## src/rtl/b64url_pkg.sv

```systemverilog
// shared types and constants for the base64url decoder
`timescale 1ns / 1ps

package b64url_pkg;

  localparam int QDEPTH = 4;
  localparam int QPTR_W = 2;
  localparam int QCNT_W = 3;

  // one closed group: decoded bits left-aligned, byte count and end flag
  typedef struct packed {
    logic [23:0] bits;
    logic [1:0]  nbytes;
    logic        eod;
  } group_t;

endpackage

```

## src/rtl/b64url_front.sv

```systemverilog
// front end: classifies characters, accumulates symbols, closes groups
`timescale 1ns / 1ps

module b64url_front
  import b64url_pkg::*;
(
  input  logic       clk,
  input  logic       rst,
  input  logic [7:0] char_code,
  input  logic       last_char,
  input  logic       accept,
  output logic       push,
  output group_t     grp
);

  logic [23:0] acc;
  logic [1:0]  slot_count;
  logic [2:0]  valid_count;

  logic        sym_ok;
  logic [5:0]  sym;
  logic [23:0] acc_next;
  logic [2:0]  vcnt_next;
  logic        close;

  always_comb begin
    sym_ok = 1'b1;
    sym    = '0;
    if (char_code inside {[8'h41:8'h5a]}) begin
      sym = 6'(char_code - 8'h41);
    end else if (char_code inside {[8'h61:8'h7a]}) begin
      sym = 6'(char_code - 8'h61 + 8'd26);
    end else if (char_code inside {[8'h30:8'h39]}) begin
      sym = 6'(char_code - 8'h30 + 8'd52);
    end else if (char_code == 8'h2d) begin
      sym = 6'd62;
    end else if (char_code == 8'h5f) begin
      sym = 6'd63;
    end else begin
      sym_ok = 1'b0;
    end
  end

  assign acc_next  = sym_ok ? {acc[17:0], sym} : acc;
  assign vcnt_next = valid_count + {2'b00, sym_ok};
  assign close     = (slot_count == 2'd3) || last_char;

  // left-align the bytes so the back end always takes the top byte
  always_comb begin
    grp.eod = last_char;
    case (vcnt_next)
      3'd4: begin
        grp.bits   = acc_next;
        grp.nbytes = 2'd3;
      end
      3'd3: begin
        grp.bits   = {acc_next[17:0], 6'b0};
        grp.nbytes = 2'd2;
      end
      3'd2: begin
        grp.bits   = {acc_next[11:0], 12'b0};
        grp.nbytes = 2'd1;
      end
      default: begin
        grp.bits   = '0;
        grp.nbytes = 2'd0;
      end
    endcase
  end

  assign push = accept && close && ((grp.nbytes != 2'd0) || last_char);

  always_ff @(posedge clk) begin
    if (rst) begin
      acc         <= '0;
      slot_count  <= '0;
      valid_count <= '0;
    end else if (accept) begin
      if (close) begin
        acc         <= '0;
        slot_count  <= '0;
        valid_count <= '0;
      end else begin
        acc         <= acc_next;
        slot_count  <= slot_count + 2'd1;
        valid_count <= vcnt_next;
      end
    end
  end

  a_vcnt_le_slot: assert property (@(posedge clk) disable iff (rst)
    valid_count <= {1'b0, slot_count})
    else $error("more symbols than used positions");

endmodule

```

## src/rtl/b64url_queue.sv

```systemverilog
// short queue of closed groups between front and back end
`timescale 1ns / 1ps

module b64url_queue
  import b64url_pkg::*;
(
  input  logic   clk,
  input  logic   rst,
  input  logic   push,
  input  group_t wdata,
  input  logic   pop,
  output group_t rdata,
  output logic   empty,
  output logic   full
);

  group_t             entries [QDEPTH];
  logic [QPTR_W-1:0]  wr_ptr;
  logic [QPTR_W-1:0]  rd_ptr;
  logic [QCNT_W-1:0]  count;

  assign empty = (count == '0);
  assign full  = (count == QCNT_W'(QDEPTH));
  assign rdata = entries[rd_ptr];

  always_ff @(posedge clk) begin
    if (push) begin
      entries[wr_ptr] <= wdata;
    end
  end

  always_ff @(posedge clk) begin
    if (rst) begin
      wr_ptr <= '0;
      rd_ptr <= '0;
      count  <= '0;
    end else begin
      if (push) begin
        wr_ptr <= wr_ptr + QPTR_W'(1);
      end
      if (pop) begin
        rd_ptr <= rd_ptr + QPTR_W'(1);
      end
      count <= count + QCNT_W'(push) - QCNT_W'(pop);
    end
  end

  a_no_overflow: assert property (@(posedge clk) disable iff (rst)
    !(push && full))
    else $error("push into full queue");

  a_count_range: assert property (@(posedge clk) disable iff (rst)
    count <= QCNT_W'(QDEPTH))
    else $error("queue count out of range");

endmodule

```

## src/rtl/b64url_back.sv

```systemverilog
// back end: unpacks groups into one byte per output transaction
`timescale 1ns / 1ps

module b64url_back
  import b64url_pkg::*;
(
  input  logic       clk,
  input  logic       rst,
  input  group_t     q_data,
  input  logic       q_empty,
  output logic       q_pop,
  output logic       out_valid,
  input  logic       out_stall,
  output logic [7:0] data_byte,
  output logic       byte_valid,
  output logic       end_of_data
);

  logic [15:0] wrk_data;
  logic [1:0]  wrk_left;
  logic        wrk_eod;
  logic        load;

  // output register free or being taken this cycle
  assign load  = !out_valid || !out_stall;
  assign q_pop = load && (wrk_left == 2'd0) && !q_empty;

  always_ff @(posedge clk) begin
    if (rst) begin
      out_valid <= 1'b0;
      wrk_left  <= '0;
    end else if (load) begin
      if (wrk_left != 2'd0) begin
        out_valid <= 1'b1;
        wrk_left  <= wrk_left - 2'd1;
      end else if (!q_empty) begin
        out_valid <= 1'b1;
        wrk_left  <= (q_data.nbytes == 2'd0) ? 2'd0 : q_data.nbytes - 2'd1;
      end else begin
        out_valid <= 1'b0;
      end
    end
  end

  always_ff @(posedge clk) begin
    if (load) begin
      if (wrk_left != 2'd0) begin
        data_byte   <= wrk_data[15:8];
        byte_valid  <= 1'b1;
        end_of_data <= wrk_eod && (wrk_left == 2'd1);
        wrk_data    <= {wrk_data[7:0], 8'h00};
      end else if (!q_empty) begin
        wrk_eod <= q_data.eod;
        if (q_data.nbytes == 2'd0) begin
          // end marker with no byte
          data_byte   <= 8'h00;
          byte_valid  <= 1'b0;
          end_of_data <= 1'b1;
        end else begin
          data_byte   <= q_data.bits[23:16];
          byte_valid  <= 1'b1;
          end_of_data <= q_data.eod && (q_data.nbytes == 2'd1);
          wrk_data    <= q_data.bits[15:0];
        end
      end
    end
  end

  a_pop_when_idle: assert property (@(posedge clk) disable iff (rst)
    q_pop |-> (wrk_left == 2'd0) && !q_empty)
    else $error("group popped while bytes remain");

  a_marker_is_end: assert property (@(posedge clk) disable iff (rst)
    (out_valid && !byte_valid) |-> end_of_data)
    else $error("marker without end flag");

  a_pending_bytes: assert property (@(posedge clk) disable iff (rst)
    ((wrk_left != 2'd0) && load) |=> (out_valid && byte_valid))
    else $error("pending byte not issued");

endmodule

```

## src/rtl/base64url_decoder.sv

```systemverilog
// top level of the streaming base64url decoder
`timescale 1ns / 1ps

// Input channel: one character per transaction (char_code, last_char) on
// in_valid / in_stall. URL-safe alphabet characters become 6-bit symbols;
// any other byte takes a group position but adds no symbol. A group closes
// after four positions or on last_char and yields 3, 2 or 1 bytes for 4, 3
// or 2 symbols. On last_char at least one transaction is always sent; if no
// byte is available it is a marker with byte_valid low.
// Output channel: one decoded byte per transaction (data_byte, byte_valid,
// end_of_data) on out_valid / out_stall; end_of_data marks the final one.
// Throughput: one character per cycle in while in_stall is low, one byte
// per cycle out while out_stall is low. A group enters the queue at the
// edge that accepts its closing character; its first byte is registered
// once the prior group is done; the rest follow while out_stall is low.
// A four-entry group queue separates the two ends. When the receiver
// stalls, the output holds and the queue fills; in_stall rises only while
// the queue is full.
// Reset (rst, synchronous) empties the group, the queue and the output.

module base64url_decoder
  import b64url_pkg::*;
(
  input  logic       clk,
  input  logic       rst,
  input  logic       in_valid,
  output logic       in_stall,
  input  logic [7:0] char_code,
  input  logic       last_char,
  output logic       out_valid,
  input  logic       out_stall,
  output logic [7:0] data_byte,
  output logic       byte_valid,
  output logic       end_of_data
);

  logic   accept;
  logic   push;
  logic   pop;
  logic   q_empty;
  logic   q_full;
  group_t grp_in;
  group_t grp_out;

  assign in_stall = q_full;
  assign accept   = in_valid && !in_stall;

  b64url_front u_front (
    .clk       (clk),
    .rst       (rst),
    .char_code (char_code),
    .last_char (last_char),
    .accept    (accept),
    .push      (push),
    .grp       (grp_in)
  );

  b64url_queue u_queue (
    .clk   (clk),
    .rst   (rst),
    .push  (push),
    .wdata (grp_in),
    .pop   (pop),
    .rdata (grp_out),
    .empty (q_empty),
    .full  (q_full)
  );

  b64url_back u_back (
    .clk         (clk),
    .rst         (rst),
    .q_data      (grp_out),
    .q_empty     (q_empty),
    .q_pop       (pop),
    .out_valid   (out_valid),
    .out_stall   (out_stall),
    .data_byte   (data_byte),
    .byte_valid  (byte_valid),
    .end_of_data (end_of_data)
  );

endmodule
```

## config.mk

```make
export PLATFORM = sky130hd
export DESIGN_NAME = base64url_decoder
export DESIGN_NICKNAME = d
export VERILOG_FILES = /design/src/rtl/b64url_pkg.sv /design/src/rtl/b64url_front.sv /design/src/rtl/b64url_queue.sv /design/src/rtl/b64url_back.sv /design/src/rtl/base64url_decoder.sv
export SDC_FILE = /design/constraint.sdc
export NUM_CORES = 1
export LEC_CHECK = 0
export BUFFER_PORTS_ARGS = -buffer_cell sky130_fd_sc_hd__buf_2
export CAP_MARGIN = 10
export CORE_ASPECT_RATIO = 0.8
export CORE_MARGIN = 2
export CORE_UTILIZATION = 30
export CTS_CLUSTER_SIZE = 20
export DETAILED_ROUTE_END_ITERATION = 12
export SYNTH_ARGS = -nofsm -noshare
export SYNTH_HDL_FRONTEND = slang
export SYNTH_SLANG_ARGS = --single-unit
```

## constraint.sdc

```tcl
create_clock -name clk -period 7.05 [get_ports clk]
set_input_delay 2.115 -clock clk [delete_from_list [all_inputs] [get_ports clk]]
set_output_delay 2.115 -clock clk [all_outputs]
set_load 0.05 [all_outputs]
```

== Word-level counts from Yosys, hierarchy flattened ==
Memory sizes are Yosys's and may differ from the RTL's. A register that Yosys moved wholly into a read port is not among the register bits.
Cells that the tools add are included.

* Bits of input ports: 13
* RAM bits: 108
* Flip-flop bits (word level): 66
* Output and inout port bits: 12
* Memories: 1
* Word-level logic and storage cells: 107

* $add $sub $neg: 13
* Bitwise operators: 2
* Magnitude comparators: 6
* Equality and inequality tests: 11
* Mux-type cells: 35
* Reductions and logical operators: 25

{| class="wikitable"
|+ Memory list
! name !! words !! width !! rd ports !! clocked after Yosys merged registers in !! write ports !! RTL line !! RTL
|-
| u_queue.entries || 4 || 27 || 1 || 1 || 1 || b64url_queue.sv:17 || <nowiki>group_t entries [QDEPTH];</nowiki>
|}

{| class="wikitable"
|+ Operators with widths
! cell !! count
|-
| one-hot mux 26 bit (3 select lines) || 1
|-
| two-way mux 16 bit || 3
|-
| two-way mux 24 bit || 2
|-
| two-way mux 6 bit || 5
|-
| two-way mux 8 bit || 3
|-
| >= comparator 8 x 7 -> 1 bit (second input constant) || 2
|-
| less-or-equal comparator 8 x 7 -> 1 bit (second input constant) || 2
|-
| two-way mux 1 bit || 14
|-
| two-way mux 2 bit || 6
|-
| subtractor 6 bit (second input constant) || 2
|-
| logical AND 1 bit || 10
|-
| == test 8 x 6 -> 1 bit (second input constant) || 1
|-
| == test 8 x 7 -> 1 bit (second input constant) || 1
|-
| >= comparator 8 x 6 -> 1 bit (second input constant) || 1
|-
| less-or-equal comparator 8 x 6 -> 1 bit (second input constant) || 1
|-
| adder 2 x 1 -> 2 bit (second input constant) || 3
|-
| adder 3 x 1 -> 3 bit || 2
|-
| adder 6 x 5 -> 6 bit (second input constant) || 1
|-
| adder 6 bit (second input constant) || 1
|-
| == test 3 x 2 -> 1 bit (second input constant) || 2
|-
| == test 3 bit (second input constant) || 2
|-
| AND reduction 3 bit || 2
|-
| subtractor 6 x 1 -> 6 bit (second input constant) || 1
|-
| == test 2 x 1 -> 1 bit (second input constant) || 2
|-
| 12 further kinds || 22
|}

== Longest topological paths before layout ==
Gate-level depths: netlist of the first run.

* Word-level depth: 14
* Mapped depth: 19
* Mapped depth without buffers: 18

== Hierarchy ==
A second synthesis of the first run with hierarchy kept.

* Cell total of the unflattened synthesis: 567
* Area total of the unflattened synthesis: 7956.4 um2

{| class="wikitable"
|+ By module, submodules not included
! module !! sequential area each (um2) !! times used !! cells an instance !! area each (um2)
|-
| b64url_queue || 3423.3 || 1 || 183 || 4383.0
|-
| b64url_front || 580.6 || 1 || 284 || 2307.2
|-
| b64url_back || 870.8 || 1 || 99 || 1252.5
|-
| base64url_decoder || 0.0 || 1 || 1 || 13.8
|}

== Worst setup path after synthesis of the first run ==
No wires, ideal clock.

* Path type: input-to-reg
* Start point: input char_code[2]
* End point: memory u_queue.entries[0][0] in the netlist's numbering, enable pin
* Data arrival time: 5592 ps
* Setup time: 386 ps
* Path buffers: 1
* Path slack: 1071 ps
* Stages on the path: 13
* Required time: 6664 ps
* Cell sequence: buf_6 > inv_1 > ha_1 > a21o_1 > o2111ai_2 > a221oi_4 > inv_2 > ha_1 > ha_1 > nor3_1 > o21ai_0 > a21oi_1 > and2_1

* Cells in the longest elaborated chain, start to end: 14
* Elaborated cells on any way between the ends: 26
* Classes of those cells: add/sub (1); order compare (6); eq/ne (5); mux (8); reduce/logical (6)

{| class="wikitable"
|+ RTL lines
! item !! RTL line !! RTL
|-
| start, declared || base64url_decoder.sv:28 || <nowiki>input logic [7:0] char_code,</nowiki>
|-
| parallel branches: the longest is 5 deep, another holds >= comparator 8 x 6 -> 1 bit || -- ||
|-
| two-way mux 1 bit * || b64url_front.sv:29 || <nowiki>if (char_code inside {[8'h41:8'h5a]}) begin</nowiki>
|-
| adder 3 x 1 -> 3 bit * || b64url_front.sv:45 || <nowiki>assign vcnt_next = valid_count + {2'b00, sym_ok};</nowiki>
|-
| == test 3 x 2 -> 1 bit / == test 3 bit (equally long branches) || b64url_front.sv:51 || <nowiki>case (vcnt_next)</nowiki>
|-
| one-hot mux 26 bit (3 select lines) * || b64url_front.sv:51 ||
|-
| nonzero test 2 bit * || b64url_front.sv:71 || <nowiki>assign push = accept && close && ((grp.nbytes != 2'd0) || last_char);</nowiki>
|-
| logical OR 1 bit * || b64url_front.sv:71 ||
|-
| logical AND 1 bit * || b64url_front.sv:71 ||
|-
| named net push || base64url_decoder.sv:38 || <nowiki>logic push;</nowiki>
|-
| two-way mux 1 bit * || b64url_queue.sv:27 || <nowiki>if (push) begin</nowiki>
|-
| two-way mux 1 bit (implied by the code) * || b64url_queue.sv:28 || <nowiki>entries[wr_ptr] <= wdata;</nowiki>
|-
| end, declared || b64url_queue.sv:17 ||
|}

Mark *: on every way through the listed nets, which the timed path passes.

== Final worst setup path of the first run ==
* Start point: input char_code[1]
* End point: register u_queue.count[2]

* Cells in the longest elaborated chain, start to end: 14
* Elaborated cells on any way between the ends: 26
* Classes of those cells: add/sub (3); order compare (6); eq/ne (5); mux (6); reduce/logical (6)

{| class="wikitable"
|+ RTL lines
! item !! RTL line !! RTL
|-
| parallel branches: the longest is 5 deep, another holds >= comparator 8 x 6 -> 1 bit || -- ||
|-
| two-way mux 1 bit * || b64url_front.sv:29 ||
|-
| adder 3 x 1 -> 3 bit * || b64url_front.sv:45 ||
|-
| == test 3 x 2 -> 1 bit / == test 3 bit (equally long branches) || b64url_front.sv:51 ||
|-
| one-hot mux 26 bit (3 select lines) * || b64url_front.sv:51 ||
|-
| nonzero test 2 bit * || b64url_front.sv:71 ||
|-
| logical OR 1 bit * || b64url_front.sv:71 ||
|-
| logical AND 1 bit * || b64url_front.sv:71 ||
|-
| named net push || base64url_decoder.sv:38 ||
|-
| adder 3 x 1 -> 3 bit * || b64url_queue.sv:44 || <nowiki>count <= count + QCNT_W'(push) - QCNT_W'(pop);</nowiki>
|-
| subtractor 3 x 1 -> 3 bit * || b64url_queue.sv:44 ||
|-
| end signal, assigned || b64url_queue.sv:44 ||
|-
| end, declared || b64url_queue.sv:20 || <nowiki>logic [QCNT_W-1:0] count;</nowiki>
|}

Marked as above.
A chain may end at the register's enable or synchronous reset.

==> reports/results.ini, run 1 <==
[route]
drc=0
finalWirelength_microns=15910
drt_pass1_iterations=8
via_count=4719
drt_iter0_markers=509
ant_nets=0
wire_per_inst_microns=16.62
viasPerCell=4.931

[synth]
synth_warnings=0
yosysMostFrequentCell=edfxtp_1
syn_inst=570
syn_nets=601
synth_cell_types=68
synth_area_leader_cell=edfxtp_1
synthTopCellsByCount=135 x edfxtp_1, 72 x nand2_1, 41 x dfxtp_1
ys_seq_area_share_pct=62.45
syn-cell-area_sq_um=7806
async_flop_share_pct=0
synth_edf_count=135
synth_top_area_share_pct=51.93
synth_ff_type=edfxtp_1
ys_seq_elements=176
ys_top_cells_by_area=edfxtp_1 52%, dfxtp_1 11%, mux4_2 7.8%
synth.avg_cell_area_sq_um=13.70

[worst_setup_path]
reg2regPathDepth=12
endpoint_kind=flop
r2r_slack_ps=4050
r2r_start=u_front.valid_count[0]$_SDFFE_PP0P_
cp.required_ps=7340
worst_setup_path_start_kind=input port
worstPathArrival_ps=6200
worst-setup-path-type=in -> reg
reg2reg_to=u_queue.count[2]$_SDFF_PP0_
crit_fanout=10

[sta]
setup_ws_ps=1141
rsz0062_at_grt=no
fmax_mhz=169.2
holdWs_ps=457.8
maxSlewViolCount=0
finalHoldViolations=0
min_period_ps=5909
report.final.setup_viol=0
tightest_slew_ps=1056
slew_headroom_pct=28.73
tns_ps=0
finalClockSkew_ps=7.939
timing.final.crit_share_pct=83.82

[pwr]
comb_power_share_pct=24.8
switching_power_uw=928.9
clkPwrFrac_pct=29.2
p_per_area_nw_per_um2=341.4
power.leakage_uw=0.002993
ir_drop_mv=0.1709
power.internal_uw=2094
swShare_pct=30.72
seq_power_share_pct=45.9

[layout]
nNetsFinal=624
finalNonFillerCells=957
fillers=2450
final_util_pct=34.81
drive_gt1_share_pct=17.00
area_growth_pct=13.43
insertedDiodeCount=0

[clock_network]
clk_path_buf_depth=2
clkSinkCount=176
numCtsBuffers=17
cts_root_buf=clkbuf_16
cts.reportedPaths.clkPinSlew_ps=60
cts_tree=built
clk_latency_ps=420
ctsResizeCount=0
htree_levels=4
cts_setup_buffers=0
cts_hold_buf=0

[run_status]
status=complete, no violations

[placement]
port_buffers=24
pre_cts_slack_ps=745.2
dp.cells=925
dp_hpwl_microns=10440
gp_congestion=0.7809

[grt]
grt_pass1_vias=4552
grt_antenna_before_repair=0
groute.usage.overall_pct=12.41
grt_overflow=0
grt_max_degree=36
grt_pass1_wl_microns=25870

[run]
drv_cap=0

[die]
io_pins=25
initial_core_util_pct=30.69
fp-row-count=52
coreArea_sq_um=25440
die_w_microns=184.4
dieArea_sq_um=27340
die_h_microns=148.3

[min_path]
min_to=u_front.slot_count[1]$_SDFFE_PP0P_
hold_path.class=reg -> reg
min-delay-start=u_front.slot_count[1]$_SDFFE_PP0P_
min_path_cells=2

==> layout by cell type, fill, tap and decap left out, types with 15 or more instances in the layout <==
cell / instances
clkbuf_16: 17
nor2_1: 28
ha_1: 17
mux4_2: 27
a22o_1: 19
a21oi_1: 23
dfxtp_1: 40
nand2_1: 72
edfxtp_1: 135
inv_1: 15
o21ai_0: 19
buf_2: 24
and2_1: 16
==> state kept, by name, indices dropped and copies added (netlist names), named ones only <==
name / flops
u_back.end_of_data: 1
u_back.wrk_data: 16
u_front.slot_count: 2
u_front.acc: 24
u_back.wrk_left: 2
u_front.valid_count: 3
u_queue.rd_ptr: 2
u_back.byte_valid: 1
u_queue.count: 3
u_back.wrk_eod: 1
u_queue.wr_ptr: 2
u_back.out_valid: 1
u_back.data_byte: 8
u_queue.entries: 108
==> how the worst max path moves through the flow <==
stage                            start                              end  depth (start not counted)
after floorplan           char_code[2]  u_queue.entries[0][0]$_DFFE_PP_                         13
after global placement    char_code[1]      u_queue.count[2]$_SDFF_PP0_                         19
after detailed placement  char_code[1]      u_queue.count[2]$_SDFF_PP0_                         19
after CTS                 char_code[1]      u_queue.count[2]$_SDFF_PP0_                         19
final                     char_code[1]      u_queue.count[2]$_SDFF_PP0_                         19
after global routing      char_code[1]      u_queue.count[2]$_SDFF_PP0_                         19
==> per-layer routing <==
layer  GRT usage [%]  vias up  wire, microns
li1                -     2254              -
met4           3.360        0            143
met3           3.257       11            776
met5               0        -              0
met2           18.21      123           6998
met1           18.10     2331           7988
==> power by group through the flow <==
stage          logic, uW  registers (uW)  clock network, uW
2_1_floorplan        486            1490                  0
3_3_place_gp         752            1410                  0
3_5_place_dp         760            1420                  0
4_1_cts              763            1390                899
5_1_grt              838            1410                946
6_report             750            1390                884
==> final cells by class <==
| cell class | count | area, sq um | area share [%] |
|---|---|---|---|
| clock buffers | 17 | 425.4 | 4.804 |
| multi-input cells | 348 | 2734 | 30.87 |
| well taps | 351 | 439.2 | 4.960 |
| flip-flops and latches | 176 | 4876 | 55.07 |
| clock inverters | 15 | 125.1 | 1.413 |
| repair buffers | 34 | 195.2 | 2.204 |
| inverters | 16 | 60.06 | 0.6783 |
==> cell families after synthesis <==
| group | Yosys count | synth area share (%) |
|---|---|---|
| compound gates | 119 | 11.48 |
| xor+xnor | 11 | 1.234 |
| fa+ha+maj | 18 | 2.981 |
| mux | 35 | 8.832 |
| simple gates | 165 | 10.43 |
| flops | 176 | 62.45 |
| buf+inv | 46 | 2.596 |
==> metrics by stage <==
stage | power (uW) | cell area [sq um]
2_1_floorplan | 1976 | 7806
3_3_place_gp | 2165 | 8304
3_5_place_dp | 2176 | 8304
4_1_cts | 3056 | 8855
5_1_grt | 3193 | 8855
6_report | 3023 | 8855
==> worst max-delay path: stages <==
cell,delay [ps]
buf_2,200
inv_1,110
ha_1,260
and4bb_2,270
nor3b_1,450
a221oi_4,150
inv_2,200
ha_1,210
ha_1,210
xnor2_1,190
and2_1,230
o21ai_0,90
a21oi_1,480
ha_1,240
inv_1,50
fa_1,400
xor2_1,160
xnor2_1,130
nor2_1,50
Note: power is estimated with default switching activity, not from simulation.
==> inputs of run 2 (changes only) <==
clock period = 6.2 ns   (was 7.05 ns; I/O delays follow)
==> run 2 against run 1 <==
  * Global-route usage increased by 0.32 points
  * Design area increased by 0.89%
  * Critical path depth increased by 1
  * Non-clock buffer count increased by 3
  * Sequential power increased by 13%
  * Sequential share of layout area decreased by 0.47 points
  * Power increased by 17%
  * Clock skew increased by 2.4 ps
  * Worst setup slack got worse by 300 ps
  * Combinational power increased by 17%
  * Final cell count increased by 0.31%
  * Via count about the same
  * Highest routed layer unchanged
==> reports/results.ini, run 2 (synthesized netlist as in run 1, its figures left out) <==
[placement]
dp_hpwl_microns=10780
gp_congestion=0.7939
port_buffers=24

[sta]
report.final.setup_viol=0
finalClockSkew_ps=10.30
finalHoldViolations=0
slew_headroom_pct=38.32
timing.final.crit_share_pct=86.41
tns_ps=0
tightest_slew_ps=919.8
maxSlewViolCount=0
rsz0062_at_grt=no
min_period_ps=5357
fmax_mhz=186.7

[worst_setup_path]
crit_fanout=10
worst_setup_path_start_kind=input port
cpPeakStageDelay_ps=440
cp_common_cell=ha_1
path_buf_inv=5
worst-setup-path-type=in -> reg
worstPathArrival_ps=5650
cp.required_ps=6500
cpMaxStageDelayCell=nor3b_1
endpoint_kind=flop
crit_family=adder cells
path_cells=buf_2 -> inv_1 -> ha_1 -> and4bb_2 -> nor3b_1 -> a221oi_4 -> inv_2 -> ha_1 -> ha_1 -> xnor2_1 -> and2_1 -> o21ai_0 -> a21oi_1 -> buf_4 -> ha_1 -> inv_1 -> fa_1 -> xor2_1 -> xnor2_1 -> nor2_1

[pwr]
power.leakage_uw=0.003030
p_per_area_nw_per_um2=395.5
power_uw=3533
ir_drop_mv=0.1694

[grt]
grt-busiest-layer=met1
grt_pass1_vias=4588
grt_antenna_before_repair=0
use_met2_pct=18.35
grt_pass1_wl_microns=26240
grt_overflow=0
grt_util_met3_pct=3.575
groute.usage.overall_pct=12.73
met1_usage_pct=18.61
grt_max_degree=36

[route]
drc=0
drt_iter0_markers=447
ant_nets=0
finalWirelength_microns=16570
via_count=4723
drt_pass1_iterations=6
viasPerCell=4.920
wire_per_inst_microns=17.26

[layout]
drive_gt1_share_pct=18.23
reg_top3=u_queue.entries x108, u_front.acc x24, u_back.wrk_data x16
layout_common_cells=135 x edfxtp_1, 72 x nand2_1, 39 x dfxtp_1
largest_reg_flops=108
insertedDiodeCount=0
fillers=2419
regMostFlops=u_queue.entries
area_growth_pct=14.44
final_common_cell=edfxtp_1
nNetsFinal=627

[die]
die_w_microns=184.4
dieArea_sq_um=27340
initial_core_util_pct=30.69
coreArea_sq_um=25440
io_pins=25
die_h_microns=148.3
fp-row-count=52

[clock_network]
cts_hold_buf=0
clkSinkCount=176
cts_setup_buffers=0
cts_root_buf=clkbuf_16
clk_path_buf_depth=2
numCtsBuffers=17
clk_latency_ps=430
ctsResizeCount=0
htree_levels=4
cts_tree=built
cts.reportedPaths.clkPinSlew_ps=60

[run]
drv_cap=0

[min_path]
hold_path.class=reg -> reg

[run_status]
status=complete, no violations

run 2: changes by cell type in the layout (fill, tap and decap cells not counted), sizes merged:
cell	change
clkbuf	+4
buf	+3
clkinvlp	+1
clkinv	-6
bufinv	+1
run 2: layer usage:
metal	vias up	share of wire [%]	routed length, microns
met5	-	0	0
met4	0	1.1	187
met3	17	4.3	707
met2	104	44	7353
met1	2348	50	8325
li1	2254	-	-
run 2: area by class of cell:
class | instances | area, sq um | area share [%]
Clock buffer | 21 | 460.4 | 5.154
Inverter | 16 | 60.06 | 0.6723
Multi-Input combinational cell | 348 | 2740 | 30.67
Clock inverter | 11 | 138.9 | 1.555
Timing Repair Buffer | 37 | 217.7 | 2.437
Tap cell | 351 | 439.2 | 4.916
Sequential cell | 176 | 4877 | 54.59
run 2: worst paths after layout:
path	start	slack, ps	endpoint	depth (start not counted)
min reg2reg	u_front.valid_count[1]$_SDFFE_PP0P_	460	u_front.valid_count[1]$_SDFFE_PP0P_	2
max	char_code[1]	840	u_queue.count[2]$_SDFF_PP0_	20
max reg2reg	u_back.wrk_left[0]$_SDFFE_PP0P_	3210	u_queue.count[2]$_SDFF_PP0_	10
min	u_front.valid_count[1]$_SDFFE_PP0P_	460	u_front.valid_count[1]$_SDFFE_PP0P_	2
run 2: per-stage QoR:
step / cell area (sq um) / instances / setup slack (ps) / hold slack [ps] / util, %
2_1_floorplan: 7806 / 570 / 476.3 / 435.6 / -
3_3_place_gp: 8334 / 928 / 474.6 / 448.2 / 32.76
3_5_place_dp: 8334 / 928 / 431.0 / 454.5 / 32.76
4_1_cts: 8934 / 960 / 869.0 / 463.5 / 35.12
5_1_grt: 8934 / 960 / 463.5 / 494.6 / 35.12
6_report: 8934 / 960 / 842.6 / 461.8 / 35.12
run 2: power by group:
group	leakage (uW)	switching, uW	total [uW]	internal (uW)
Sequential	0.00160	74.4	1570	1500
Combinational	0.00114	570	875	305
Clock	0.000293	434	1090	653
run 2: worst reg2reg max path: stages, from the launching register on:
cell,delay [ps]
dfxtp_1,360
or2_2,460
nor3_1,700
ha_1,360
inv_1,60
ha_1,130
inv_1,50
fa_1,390
xor2_1,170
xnor2_1,140
nor2_1,60
